### config.mk
export PLATFORM = sky130hd
export DESIGN_NAME = csw_chain
export DESIGN_NICKNAME = d
export VERILOG_FILES = /design/src/rtl/csw_pkg.sv /design/src/rtl/csw_cell.sv /design/src/rtl/csw_chain.sv
export SDC_FILE = /design/constraint.sdc
export NUM_CORES = 1
export LEC_CHECK = 0
export ABC_AREA = 1
export BUFFER_PORTS_ARGS = -buffer_cell sky130_fd_sc_hd__buf_2
export CAP_MARGIN = 20
export CORE_MARGIN = 2
export CORE_UTILIZATION = 35
export DETAILED_ROUTE_END_ITERATION = 6
export PLACE_DENSITY_LB_ADDON = 0.05
export SETUP_SLACK_MARGIN = 0.02
export SLEW_MARGIN = 10
export SYNTH_ARGS = -nofsm -noshare
export SYNTH_HDL_FRONTEND = slang
export SYNTH_HIERARCHICAL = 1
export SYNTH_SLANG_ARGS = --single-unit
### constraint.sdc
create_clock -name clk -period 12.87 [get_ports clk]
set_input_delay 3.861 -clock clk [delete_from_list [all_inputs] [get_ports clk]]
set_output_delay 3.861 -clock clk [all_outputs]
set_load 0.01 [all_outputs]
### src/rtl/csw_pkg.sv
`timescale 1ns / 1ps
`default_nettype none
// ---------------------------------------------------------------------------
// Counting semaphore package
// Shared widths, codes, cell types and saturating arithmetic.
// ---------------------------------------------------------------------------
package csw_pkg;

    localparam int DEF_THREAD_SLOTS = 16;
    localparam int THR_W = 4;
    localparam int REM_W = 16;
    localparam int VAL_W = 16;
    localparam int CNT_W = 8;

    localparam logic [1:0] ACT_WAIT   = 2'd0;
    localparam logic [1:0] ACT_SIGNAL = 2'd1;
    localparam logic [1:0] ACT_TICK   = 2'd2;

    localparam logic [2:0] K_ACQ   = 3'd0;
    localparam logic [2:0] K_BLOCK = 3'd1;
    localparam logic [2:0] K_REL   = 3'd2;
    localparam logic [2:0] K_SIG   = 3'd3;
    localparam logic [2:0] K_TICK  = 3'd4;
    localparam logic [2:0] K_REJ   = 3'd5;

    typedef struct packed {
        logic             clear;
        logic             dec;
        logic             rm;
        logic             rm_exp_only;
        logic             push;
        logic [THR_W-1:0] thread;
        logic [REM_W-1:0] rem;
    } csw_ctl_t;

    typedef struct packed {
        logic             valid;
        logic             exp;
        logic [THR_W-1:0] thread;
        logic [REM_W-1:0] rem;
    } csw_cell_t;

    // Adds a small signed amount to the value, saturating at the 16-bit range.
    function automatic logic signed [VAL_W-1:0] sat_add(
        input logic signed [VAL_W-1:0] v,
        input logic signed [CNT_W:0]   d
    );
        logic signed [VAL_W:0] s;
        s = {v[VAL_W-1], v} + {{(VAL_W-CNT_W){d[CNT_W]}}, d};
        if (s[VAL_W] != s[VAL_W-1])
        begin
            sat_add = s[VAL_W] ? {1'b1, {(VAL_W-1){1'b0}}} : {1'b0, {(VAL_W-1){1'b1}}};
        end
        else
        begin
            sat_add = s[VAL_W-1:0];
        end
    endfunction

endpackage
`default_nettype wire

### src/rtl/csw_cell.sv
`timescale 1ns / 1ps
`default_nettype none
// ---------------------------------------------------------------------------
// Waiter cell
// Holds one waiter and takes its right neighbour's contents on removal.
// ---------------------------------------------------------------------------
module csw_cell (
    input  wire                     clk,
    input  wire                     rst_n,
    input  csw_pkg::csw_ctl_t       ctl,
    input  wire                     sel_in,
    input  wire                     free_in,
    input  wire [csw_pkg::THR_W-1:0] sel_thr_in,
    input  csw_pkg::csw_cell_t      nb,
    output csw_pkg::csw_cell_t      cur,
    output logic                    sel_out,
    output logic                    free_out,
    output logic [csw_pkg::THR_W-1:0] sel_thr_out
);
    import csw_pkg::*;

    logic       valid_reg, valid_next;
    logic       exp_reg, exp_next;
    logic [THR_W-1:0] thread_reg, thread_next;
    logic [REM_W-1:0] rem_reg, rem_next;
    logic       my_sel;

    assign my_sel      = valid_reg && (!ctl.rm_exp_only || exp_reg);
    assign sel_out     = sel_in || my_sel;
    assign free_out    = free_in || !valid_reg;
    assign sel_thr_out = sel_in ? sel_thr_in : thread_reg;

    assign cur.valid  = valid_reg;
    assign cur.exp    = exp_reg;
    assign cur.thread = thread_reg;
    assign cur.rem    = rem_reg;

    always_comb
    begin
        valid_next  = valid_reg;
        exp_next    = exp_reg;
        thread_next = thread_reg;
        rem_next    = rem_reg;
        if (ctl.clear)
        begin
            valid_next = 1'b0;
        end
        else if (ctl.rm && sel_out)
        begin
            // Every cell from the removed one onwards shifts one place left.
            valid_next  = nb.valid;
            exp_next    = nb.exp;
            thread_next = nb.thread;
            rem_next    = nb.rem;
        end
        else if (ctl.push && !free_in && !valid_reg)
        begin
            valid_next  = 1'b1;
            exp_next    = 1'b0;
            thread_next = ctl.thread;
            rem_next    = ctl.rem;
        end
        else if (ctl.dec && valid_reg)
        begin
            if (rem_reg <= REM_W'(1))
            begin
                exp_next = 1'b1;
            end
            else
            begin
                exp_next = 1'b0;
                rem_next = rem_reg - REM_W'(1);
            end
        end
    end

    always_ff @(posedge clk or negedge rst_n)
    begin
        if (!rst_n)
        begin
            valid_reg <= 1'b0;
        end
        else
        begin
            valid_reg <= valid_next;
        end
    end

    always_ff @(posedge clk)
    begin
        exp_reg    <= exp_next;
        thread_reg <= thread_next;
        rem_reg    <= rem_next;
    end

endmodule
`default_nettype wire

### src/rtl/csw_chain.sv
`timescale 1ns / 1ps
`default_nettype none
// ---------------------------------------------------------------------------
// Waiter chain
// A row of waiter cells kept packed towards the head in arrival order.
// ---------------------------------------------------------------------------
module csw_chain #(
    parameter int THREAD_SLOTS = csw_pkg::DEF_THREAD_SLOTS
) (
    input  wire                       clk,
    input  wire                       rst_n,
    input  csw_pkg::csw_ctl_t         ctl,
    output logic                      any_sel,
    output logic [csw_pkg::THR_W-1:0] sel_thread
);
    import csw_pkg::*;

    logic             sel_c  [THREAD_SLOTS+1];
    logic             free_c [THREAD_SLOTS+1];
    logic [THR_W-1:0] thr_c  [THREAD_SLOTS+1];
    csw_cell_t        data   [THREAD_SLOTS+1];

    assign sel_c[0]     = 1'b0;
    assign free_c[0]    = 1'b0;
    assign thr_c[0]     = '0;
    assign data[THREAD_SLOTS] = '0;

    genvar i;
    generate
        for (i = 0; i < THREAD_SLOTS; i++)
        begin : g_cell
            csw_cell u_cell (
                .clk         (clk),
                .rst_n       (rst_n),
                .ctl         (ctl),
                .sel_in      (sel_c[i]),
                .free_in     (free_c[i]),
                .sel_thr_in  (thr_c[i]),
                .nb          (data[i+1]),
                .cur         (data[i]),
                .sel_out     (sel_c[i+1]),
                .free_out    (free_c[i+1]),
                .sel_thr_out (thr_c[i+1])
            );
        end
    endgenerate

    assign any_sel    = sel_c[THREAD_SLOTS];
    assign sel_thread = thr_c[THREAD_SLOTS];

endmodule
`default_nettype wire

Word-level counts from Yosys, hierarchy flattened:

Cells that the tools add are included.

* output and inout bits: 5
* bits in registers: 352
* word-level logic and storage cells: 584
* bits of input ports: 27

* reduce and logical (&&, ||, !) cells: 252
* equality and inequality tests: 16
* order comparisons: 16
* mux-type cells: 219
* bitwise logic cells: 1
* $add $sub $neg: 16

Operators by type and width (number)
* 2-to-1 mux 16 bit: 63
* <= comparator 16 x 1 -> 1 bit (second input constant): 16
* subtractor 16 x 1 -> 16 bit (second input constant): 16
* 2-to-1 mux 4 bit: 46
* 2-to-1 mux 1 bit: 110
* nonzero test 3 bit: 32
* logical AND 1 bit: 79
* AND reduction 2 bit: 32
* inequality test 3 x 1 -> 1 bit (second input constant): 16
* AND reduction 3 bit: 16
* logical OR 1 bit: 45
* nonzero test 2 bit: 16
* zero test 1 bit: 31
* OR reduction 2 bit: 1
* NOT 1 bit: 1

Longest topological paths before layout:

Gate-level depths: netlist of the first run.

* word-level depth: 21
* gate-level depth with buffers: 39
* gate-level depth less buffers: 39

By module:

Netlist of the first run, hierarchy kept.

By module, submodules not included
* csw_cell at g_cell[0].u_cell ...: area an instance 1734.2 µm², sequential area each 655.6 µm², cells an instance 256, instances 7
* csw_cell at g_cell[1].u_cell ...: area an instance 1702.9 µm², sequential area each 655.6 µm², cells an instance 245, instances 7
* csw_cell at g_cell[8].u_cell: area an instance 1712.9 µm², sequential area each 655.6 µm², cells an instance 248, instances 1
* csw_cell at g_cell[9].u_cell: area an instance 1704.1 µm², sequential area each 655.6 µm², cells an instance 246, instances 1
* csw_chain: area an instance 3.8 µm², sequential area each 0.0 µm², cells an instance 1, instances 1

Worst setup path after synthesis of the first run:

Ideal clock, no wire load.

* path kind: input -> output
* start: input ctl[21] (netlist name)
* end: output sel_thread[0] (netlist name)
* required time: 9.009 ns
* cell stages on the path: 34
* buffers on the path: 0
* arrival: 7.467 ns
* path slack: 1.542 ns
* cell sequence: inv_1 -> o21ai_2 -> nand2_2 -> inv_2 -> nand2_2 -> inv_2 -> nand2_2 -> inv_2 -> nand2_2 -> inv_2 -> nand2_2 -> inv_2 -> nand2_2 -> inv_2 -> nand2_2 -> inv_2 -> nand2_2 -> inv_2 -> nand2_2 -> inv_2 -> nand2_2 -> inv_1 -> nand2_2 -> inv_1 -> nand2_2 -> inv_1 -> nand2_2 -> inv_1 -> nand2_2 -> inv_1 -> nand2_2 -> inv_1 -> nand2_1 -> nand2_1

RTL lines
* from (decl): line csw_chain.sv:12 `input csw_pkg::csw_ctl_t ctl,`
* to (decl): line csw_chain.sv:14 `output logic [csw_pkg::THR_W-1:0] sel_thread`

==> results of run 1 <==
==> power by group through the flow <==
stage | Combinational (W) | Clock (W) | Sequential (W)
global route | 0.000944 | 0.00149 | 0.00159
CTS | 0.000823 | 0.00145 | 0.00157
floorplan | 0.000657 | 0 | 0.00153
global placement | 0.000821 | 0 | 0.00160
finish | 0.000821 | 0.00141 | 0.00157
detailed placement | 0.000821 | 0 | 0.00159
==> stage by stage <==
step	util [%]	power, W	setup WS (ns)	hold WS, ns
4_1_cts	37.82	0.003847	0.3272	0.5496
2_1_floorplan	-	0.002189	1.542	0.5131
3_3_place_gp	35.73	0.002419	0.4210	0.5488
5_1_grt	37.83	0.004027	0.04739	0.5724
3_5_place_dp	35.73	0.002416	0.3481	0.5383
6_report	37.83	0.003802	0.5698	0.5568
==> final cells by class <==
type                    count  area share, %
flip-flops and latches    352          35.73
clock buffers              68          4.658
multi-input cells        3225          49.31
clock inverters            20         0.8780
well taps                1040          4.433
repair buffers             43         0.8567
diodes                      1       0.008524
inverters                 318          4.126
==> routing by layer <==
metal	wire length, um	share of wire (%)
met1	46020	49
met2	40420	43
met3	4625	5.0
met4	2010	2.2
met5	0	0
==> worst min-delay path by stage <==
stage,end,slack (ns),startpoint,cells past startpoint
final,g_cell[6].u_cell/thread_reg[0]$_DFFE_PP_,0.56,g_cell[7].u_cell/thread_reg[0]$_DFFE_PP_,2
after global routing,g_cell[6].u_cell/thread_reg[0]$_DFFE_PP_,0.57,g_cell[7].u_cell/thread_reg[0]$_DFFE_PP_,2
after CTS,g_cell[13].u_cell/thread_reg[2]$_DFFE_PP_,0.55,g_cell[14].u_cell/thread_reg[2]$_DFFE_PP_,2
after floorplan,g_cell[0].u_cell/thread_reg[0]$_DFFE_PP_,0.51,g_cell[1].u_cell/thread_reg[0]$_DFFE_PP_,2
after detailed placement,g_cell[13].u_cell/thread_reg[2]$_DFFE_PP_,0.54,g_cell[14].u_cell/thread_reg[2]$_DFFE_PP_,2
after global placement,g_cell[6].u_cell/thread_reg[2]$_DFFE_PP_,0.55,g_cell[7].u_cell/thread_reg[2]$_DFFE_PP_,2
==> worst reg2reg max path, delay by kind of cell (launching register included) <==
family / cells / cell delay (ns)
DFF: 1 / 0.48
buffers and inverters: 16 / 1.46
and+or+nand+nor: 21 / 3.64
AOI/OAI and AO/OA: 1 / 0.10
==> flow_summary.json, run 1 <==
{
  "worstSkewPairLatency_ns": 0.60,
  "final_common_cell": "nand2_1",
  "cts.path.max_buffers": 3,
  "syn_avg_cell_area_um2": 6.867,
  "numCtsBuffers": 48,
  "period_needed_ns": 12.30,
  "seq_area_mm2": 0.01049,
  "p_seq_share_pct": 41.3,
  "slowest_stage": "buf_6",
  "syn_area_mm2": 0.02746,
  "cts_hold_buf": 0,
  "place_area_mm2": 0.02772,
  "row_count": 102,
  "largest_reg_flops": 256,
  "rrSetupSlack_ns": 6.84,
  "worstMarginPinSlew_ns": 1.058,
  "antenna_found_initial": 3,
  "grtUsageMet3_pct": 3.066,
  "vias": 24811,
  "drt-wirelength-per-cell_um": 18.37,
  "htree_num_levels": 2,
  "grt_pass1_vias": 23659,
  "skew_ns": 0.01971,
  "postCtsSetupBuffers": 0,
  "grt_util_met1_pct": 33.39,
  "r2r_cells": 38,
  "setup_viol": 0,
  "port-buffer-count": 31,
  "ctsRootBufferMaster": "clkbuf_16",
  "crit_family": "buffers and inverters",
  "grt_pass1_wl_mm": 143.3,
  "grtUsageMet2_pct": 35.70,
  "path_clk_slew_ns": 0.06,
  "path_max_fanout": 16,
  "setup.worst_path.end_class": "primary output",
  "min_path_type": "reg2reg",
  "critPathLaunchType": "primary input",
  "path_class": "in2out",
  "globalplace.congestion": 0.8287,
  "yosysWarnings": 6,
  "cp.depth": 36,
  "start_util_pct": 35.39,
  "synthCells": 3999,
  "drtPass1Iterations": 6,
  "crit_buf_inv": 18,
  "die_h_um": 284.1,
  "syn_to_final_growth_pct": 6.903,
  "r2r-end": "g_cell[15].u_cell/rem_reg[0]$_DFFE_PP_",
  "status": "completed",
  "fin_crit_sh_pct": 95.57,
  "nNetsFinal": 4047,
  "antenna_left": 0,
  "drtIter0Drc": 2000,
  "multiInputGateArea_mm2": 0.01448,
  "max_freq_mhz": 81.30,
  "power_frac_comb_pct": 21.6,
  "drive_above_1_share_pct": 9.240,
  "cts_tree": "built",
  "setup_tns_ns": 0,
  "ios": 32,
  "dp_cells": 4978,
  "cp-startpoint": "ctl[21]",
  "hold_viol_final": 0,
  "wl_mm": 93.07,
  "fillers": 8537,
  "powerDensity_mw_per_mm2": 129.5,
  "switching_power_w": 0.001276,
  "r2r_start": "g_cell[0].u_cell/valid_reg$_DFFE_PN0P_",
  "vias_per_cell": 4.897,
  "drc_errors": 0,
  "grt_max_degree": 24,
  "worstPathArrival_ns": 8.44,
  "grt.overflow.total": 0,
  "crit_path_max_incr_delay_ns": 0.19,
  "vdd_drop_max_mv": 0.08965,
  "maxSlewHeadroom_pct": 29.49,
  "leakage_nw": 13.26,
  "layout_common_cells": "1824 x nand2_1, 434 x nor2_1, 336 x edfxtp_1, 323 x nand3_1, 247 x inv_1",
  "grtUsageTotal_pct": 22.85,
  "clockPowerShare_pct": 37.1,
  "dieArea_mm2": 0.08072,
  "cts-resized-gates": 0,
  "die_x_um": 284.1,
  "rsz0062_at_grt": "false",
  "finalNonFillerCells": 5067,
  "cts.sinks": 352,
  "worstPathRequired_ns": 9.01,
  "maxCapViolations": 0,
  "p_sw_share_pct": 33.56,
  "path_common_cell": "nand2_2",
  "final_area_mm2": 0.02936,
  "cellInternalPower_w": 0.002526,
  "setup.worst_path.end": "sel_thread[3]",
  "slew_viol_final": 0,
  "design.core.area_mm2": 0.07759,
  "dpl.hpwl_mm": 64.43,
  "busiest_layer": "met2"
}
No activity file was read; power rests on OpenSTA's default activity.
==> inputs of run 2 (changes only) <==
--- a/config.mk
+++ b/config.mk
@@ -11,7 +11,7 @@
 export CORE_MARGIN = 2
 export CORE_UTILIZATION = 35
 export DETAILED_ROUTE_END_ITERATION = 6
-export PLACE_DENSITY_LB_ADDON = 0.05
+export PLACE_DENSITY_LB_ADDON = 0.3
 export SETUP_SLACK_MARGIN = 0.02
 export SLEW_MARGIN = 10
 export SYNTH_ARGS = -nofsm -noshare
==> run 2 against run 1 <==
Compared with the run above: sequential cell count stayed put; register-to-register slack better by 0.25 ns; critical path type unchanged; combinational power is 2% lower; die area unchanged; worst hold slack got worse by 0.012 ns; utilization decreased by 0.18 points; first-iteration DRC count increased by 20%; global-route usage decreased by 2.8 points; sequential power about the same; worst setup slack got worse by 0.012 ns.
==> flow_summary.json, run 2 (synthesis results as in run 1) <==
{
  "critPathLaunchType": "primary input",
  "rsz0062_at_grt": "false",
  "antenna_found_initial": 2,
  "hold_start": "g_cell[7].u_cell/thread_reg[2]$_DFFE_PP_",
  "rrSetupSlack_ns": 7.09,
  "wl_mm": 82.91,
  "worstMarginPinSlew_ns": 0.9337,
  "path_max_fanout": 15,
  "fin_crit_sh_pct": 95.66,
  "globalplace.congestion": 0.8961,
  "setup_viol": 0,
  "path_clk_slew_ns": 0.06,
  "dpl.hpwl_mm": 57.81,
  "crit_family": "buffers and inverters",
  "port-buffer-count": 31,
  "nNetsFinal": 4048,
  "vias": 25196,
  "ctsRootBufferMaster": "clkbuf_16",
  "vias_per_cell": 4.975,
  "grt_pass1_vias": 23112,
  "grt.overflow.total": 0,
  "cts.path.max_buffers": 3,
  "largest_reg_flops": 256,
  "crit_path_max_incr_delay_ns": 0.24,
  "max_freq_mhz": 81.22,
  "grt_max_degree": 24,
  "drc_errors": 0,
  "drtPass1Iterations": 6,
  "path_common_cell": "nand2_2",
  "htree_num_levels": 2,
  "fillers": 8383,
  "status": "completed",
  "path_class": "in2out",
  "cts_tree": "built",
  "r2r_cells": 37,
  "ios": 32,
  "design.core.area_mm2": 0.07759,
  "worstPathRequired_ns": 9.01,
  "numCtsBuffers": 44,
  "grtUsageTotal_pct": 20.10,
  "final_common_cell": "nand2_1",
  "start_util_pct": 35.39,
  "maxSlewHeadroom_pct": 37.75,
  "drt-wirelength-per-cell_um": 16.37,
  "min_path_type": "reg2reg",
  "hold_end": "g_cell[6].u_cell/thread_reg[2]$_DFFE_PP_",
  "cts.sinks": 352,
  "die_h_um": 284.1,
  "layout_common_cells": "1824 x nand2_1, 439 x nor2_1, 336 x edfxtp_1, 323 x nand3_1, 247 x inv_1",
  "die_x_um": 284.1,
  "maxCapViolations": 0,
  "row_count": 102,
  "slowest_stage": "buf_4",
  "cp.depth": 35,
  "cts-resized-gates": 0,
  "drtIter0Drc": 2406,
  "holdWs_ns": 0.5446,
  "antenna_cells": 0,
  "drive_above_1_share_pct": 9.019,
  "slew_viol_final": 0,
  "skew_ns": 0.02569,
  "antenna_left": 0,
  "hold_viol_final": 0,
  "grt_pass1_wl_mm": 129.7,
  "worstSkewPairLatency_ns": 0.61,
  "syn_to_final_growth_pct": 6.388,
  "setup_tns_ns": 0,
  "holdPathStages": 2,
  "postCtsSetupBuffers": 0,
  "cts_hold_buf": 0,
  "r2r-end": "g_cell[15].u_cell/rem_reg[7]$_DFFE_PP_",
  "setup.worst_path.end_class": "primary output",
  "leakage_nw": 13.20,
  "period_needed_ns": 12.31,
  "powerDensity_mw_per_mm2": 125.1,
  "worstPathArrival_ns": 8.45,
  "vdd_drop_max_mv": 0.1006,
  "dieArea_mm2": 0.08072,
  "r2r_start": "g_cell[0].u_cell/exp_reg$_DFFE_PP_",
  "crit_buf_inv": 18
}
run 2: cell count changes in the layout (fill, tap and decap cells not counted), moves of 2 or more:
cell | previous run | this run
nor2_2 | 57 | 52
buf_4 | 12 | 17
nor2_1 | 434 | 439
inv_16 | 0 | 2
clkbuf_1 | 12 | 14
bufinv_16 | 6 | 3
clkbuf_16 | 49 | 45
inv_6 | 2 | 0
clkinv_2 | 9 | 6
run 2: through the flow:
step	instance area, um2	utilization (%)	instances	power (W)	worst slack (ns)
3_3_place_gp	27750	35.76	4983	0.002378	0.8024
6_report	29220	37.65	5065	0.003654	0.5580
3_5_place_dp	27750	35.76	4983	0.002387	0.6254
4_1_cts	29220	37.65	5065	0.003677	0.6118
5_1_grt	29220	37.65	5065	0.003858	0.05199
2_1_floorplan	27580	-	4030	0.002189	1.542
run 2: tightest hold or removal path, delay by kind of cell, from the launching register on:
family,cells,cell delay (ns)
flip-flops,1,0.34
AND/OR/NAND/NOR,2,0.11
run 2: area by class of cell:
cell class | count | area [um2] | area share (%)
clock buffer | 67 | 1289 | 4.411
clock inverter | 15 | 178.9 | 0.6124
inverter | 318 | 1211 | 4.146
multi-input combinational | 3225 | 14460 | 49.50
sequential | 352 | 10490 | 35.91
tap | 1040 | 1301 | 4.454
timing repair buffer | 48 | 282.8 | 0.9679
run 2: metal layers:
layer / up-vias / global-route usage (%) / share of wire, % / routed length, um
met1: 11508 / 28.10 / 46 / 38050
met5: - / 0 / 0.014 / 12
li1: 12778 / - / - / -
met4: 2 / 5.908 / 2.8 / 2325
met3: 138 / 2.825 / 7.0 / 5815
met2: 770 / 32.26 / 44 / 36700
run 2: worst max-delay path by stage:
stage / start / endpoint / slack (ns)
2_1_floorplan: ctl[21] / sel_thread[0] / 1.54
3_3_place_gp: ctl[21] / sel_thread[1] / 0.80
3_5_place_dp: ctl[21] / sel_thread[0] / 0.63
4_1_cts: ctl[21] / sel_thread[0] / 0.61
5_1_grt: ctl[21] / sel_thread[1] / 0.05
6_report: ctl[21] / sel_thread[1] / 0.56
run 2: where the power goes:
| part | internal, W | total, W | switching, W |
|---|---|---|---|
| registers | 0.00142 | 0.00157 | 0.000143 |
| clock network | 0.000754 | 0.00128 | 0.000526 |
| logic | 0.000246 | 0.000807 | 0.000560 |
==> inputs of run 3 (changes only) <==
--- a/config.mk
+++ b/config.mk
@@ -16,5 +16,4 @@
 export SLEW_MARGIN = 10
 export SYNTH_ARGS = -nofsm -noshare
 export SYNTH_HDL_FRONTEND = slang
-export SYNTH_HIERARCHICAL = 1
 export SYNTH_SLANG_ARGS = --single-unit
==> constraint.sdc (replaced) <==
create_clock -name clk -period 12.87 [get_ports clk]
set_input_delay 2.574 -clock clk [delete_from_list [all_inputs] [get_ports clk]]
set_output_delay 2.574 -clock clk [all_outputs]
set_load 0.01 [all_outputs]
==> run 3 against run 2 <==
Compared with the run above: worst setup slack better by 4.5 ns; via count down 18%; worst hold slack gained 0.023 ns; combinational power rose by 33%; final cell count fell by 24%; final area down 12%; non-clock buffer count rose by 10; routed wire length down 9.0%; critical endpoint unchanged.
==> flow_summary.json, run 3 <==
{
  "path_common_cell": "nand4_4",
  "setup_tns_ns": 0,
  "powerDensity_mw_per_mm2": 154.2,
  "vias": 20754,
  "cts.sinks": 352,
  "drive_above_1_share_pct": 4.748,
  "crit_path_max_incr_delay_ns": 0.29,
  "maxCapViolations": 0,
  "globalplace.congestion": 0.9394,
  "start_util_pct": 35.42,
  "synth_edf_count": 336,
  "die_x_um": 262.2,
  "drtPass1Iterations": 5,
  "cts_tree": "built",
  "holdPathStages": 2,
  "antenna_left": 0,
  "setup_slack_ns": 5.086,
  "setup.worst_path.end_class": "primary output",
  "worstMarginPinSlew_ns": 1.180,
  "ys.flop_type": "edfxtp_1",
  "fin_crit_sh_pct": 60.48,
  "grt.overflow.total": 0,
  "port-buffer-count": 31,
  "rsz0062_at_grt": "false",
  "final_common_cell": "nand2_1",
  "antenna_found_initial": 4,
  "r2r-end": "g_cell[2].u_cell.rem_reg[6]$_DFFE_PP_",
  "design.core.area_mm2": 0.06586,
  "row_count": 94,
  "die_h_um": 262.2,
  "r2r_cells": 11,
  "path_max_fanout": 12,
  "grt_pass1_vias": 18900,
  "nNetsFinal": 3019,
  "syn_to_final_growth_pct": 9.709,
  "crit_family": "simple AND/OR/NAND/NOR gates",
  "htree_num_levels": 2,
  "maxSlewHeadroom_pct": 21.22,
  "synth.top_cell.area_share_pct": 43.25,
  "yosys-top-cells-area": "edfxtp_1 43%, o21ai_0 10%, nand2_1 9.3%",
  "dpl.hpwl_mm": 53.67,
  "worstPathCellList": "buf_2, inv_2, o21ai_4, nand4_4, nor2_4, nand4_4, nor2_8, nand4_4, nor2_8, nand2_2, o21ai_0, nand2_1, o21ai_0, buf_2",
  "vdd_drop_max_mv": 0.1187,
  "ctsRootBufferMaster": "clkbuf_16",
  "setup.worst_path.end": "sel_thread[1]",
  "slowest_stage": "buf_2",
  "drc_errors": 0,
  "dp_slack_ns": 5.202,
  "worstPathRequired_ns": 10.30,
  "path_clk_slew_ns": 0.05,
  "grt_max_degree": 47,
  "ios": 32,
  "syn_avg_cell_area_um2": 7.809,
  "worstSkewPairLatency_ns": 0.58,
  "period_needed_ns": 7.784,
  "drtIter0Drc": 2002,
  "ys_types": 55,
  "numCtsBuffers": 43,
  "yosysMostFrequentCell": "nand2_1",
  "max_freq_mhz": 128.5,
  "cts.path.max_buffers": 3,
  "ys_ff_latch": 352,
  "synthCells": 2987,
  "synth_fp_nets": 3046,
  "finish.utilization_pct": 38.85,
  "drt-wirelength-per-cell_um": 19.57,
  "cp.depth": 14,
  "yosys.area.top_type": "edfxtp_1",
  "yosysWarnings": 0,
  "vias_per_cell": 5.384,
  "layout_common_cells": "576 x nand2_1, 471 x o21ai_0, 397 x inv_1, 338 x nor2_1, 336 x edfxtp_1",
  "wl_mm": 75.42,
  "leakage_nw": 10.15,
  "grt_pass1_wl_mm": 114.8,
  "critPathLaunchType": "primary input",
  "r2r_start": "g_cell[1].u_cell.valid_reg$_DFFE_PN0P_",
  "slew_viol_final": 0,
  "largest_reg_flops": 256,
  "crit_buf_inv": 3,
  "postCtsSetupBuffers": 0,
  "seq_area_mm2": 0.01049,
  "skew_ns": 0.02104,
  "hold_viol_final": 0,
  "cts_hold_buf": 0,
  "seq_area_frac_synth_pct": 44.97,
  "async_flop_share_pct": 4.545,
  "worstPathArrival_ns": 5.21,
  "rrSetupSlack_ns": 8.81,
  "antenna_cells": 0,
  "status": "completed",
  "path_class": "in2out",
  "setup_viol": 0,
  "cp-startpoint": "ctl[21]",
  "fillers": 6883,
  "multiInputGateArea_mm2": 0.01075,
  "grtUsageTotal_pct": 21.84,
  "cts-resized-gates": 0,
  "synth_common_cells": "576 x nand2_1, 471 x o21ai_0, 397 x inv_1",
  "syn_area_mm2": 0.02333,
  "dieArea_mm2": 0.06873,
  "min_path_type": "reg2reg"
}
-- run 3: cells by family after synthesis --
family	synth area share (%)
and+or+nand+nor	20.68
buffers and inverters	8.947
AOI/OAI and AO/OA	19.14
xor gates and xnor gates	4.543
DFF	44.97
adders and majority gates	1.716
-- run 3: metal layers --
layer	routed length, um	vias up	global-route usage (%)
met2	34370	690	35.05
met5	13	-	0
met4	2690	2	7.925
met1	33680	9820	30.38
li1	-	10125	-
met3	4676	117	2.517
-- run 3: report_power, final --
| group | internal [W] | switching (W) | leakage, nW |
|---|---|---|---|
| registers | 0.00153 | 0.000128 | 3.36 |
| clock network | 0.000715 | 0.000498 | 0.664 |
| logic | 0.000325 | 0.000746 | 6.12 |
| total | 0.00257 | 0.00137 | 10.1 |
-- run 3: metrics by stage --
| step | area, um2 | hold WS (ns) | instances | power [W] |
|---|---|---|---|---|
| after floorplan | 23330 | 0.5196 | 2987 | 0.002416 |
| after global placement | 24200 | 0.5582 | 3778 | 0.002730 |
| after detailed placement | 24230 | 0.5661 | 3779 | 0.002739 |
| after CTS | 25590 | 0.5662 | 3855 | 0.003953 |
| after global routing | 25590 | 0.6085 | 3855 | 0.004167 |
| final | 25590 | 0.5677 | 3855 | 0.003945 |
-- run 3: worst min path at each step --
stage	from	to	slack (ns)
finish	g_cell[9].u_cell.thread_reg[0]$_DFFE_PP_	g_cell[8].u_cell.thread_reg[0]$_DFFE_PP_	0.57
detailed placement	g_cell[4].u_cell.thread_reg[1]$_DFFE_PP_	g_cell[3].u_cell.thread_reg[1]$_DFFE_PP_	0.57
global placement	g_cell[9].u_cell.thread_reg[0]$_DFFE_PP_	g_cell[8].u_cell.thread_reg[0]$_DFFE_PP_	0.56
floorplan	g_cell[1].u_cell.thread_reg[0]$_DFFE_PP_	g_cell[0].u_cell.thread_reg[0]$_DFFE_PP_	0.52
CTS	g_cell[9].u_cell.thread_reg[0]$_DFFE_PP_	g_cell[8].u_cell.thread_reg[0]$_DFFE_PP_	0.57
global route	g_cell[9].u_cell.thread_reg[0]$_DFFE_PP_	g_cell[8].u_cell.thread_reg[0]$_DFFE_PP_	0.61
-- run 3: final cells by class --
cell class	count	share of cell area, %
clock buffers	69	4.987
clock inverters	7	0.3276
inverters	407	5.970
multi-input cells	2098	42.02
flip-flops and latches	352	40.99
well taps	864	4.224
repair buffers	58	1.477
-- run 3: worst register-to-register path, cell delays in order, from the launching register on --
cell     delay, ns
dfrtp_1       0.46
nand2_1       0.16
nand2_1       0.15
inv_1         0.11
nand2_1       0.18
nand2_1       0.44
inv_1         0.68
nor2_1        0.17
nor2_1        0.34
inv_1         0.10
a21oi_1       0.19
and2_1        0.70
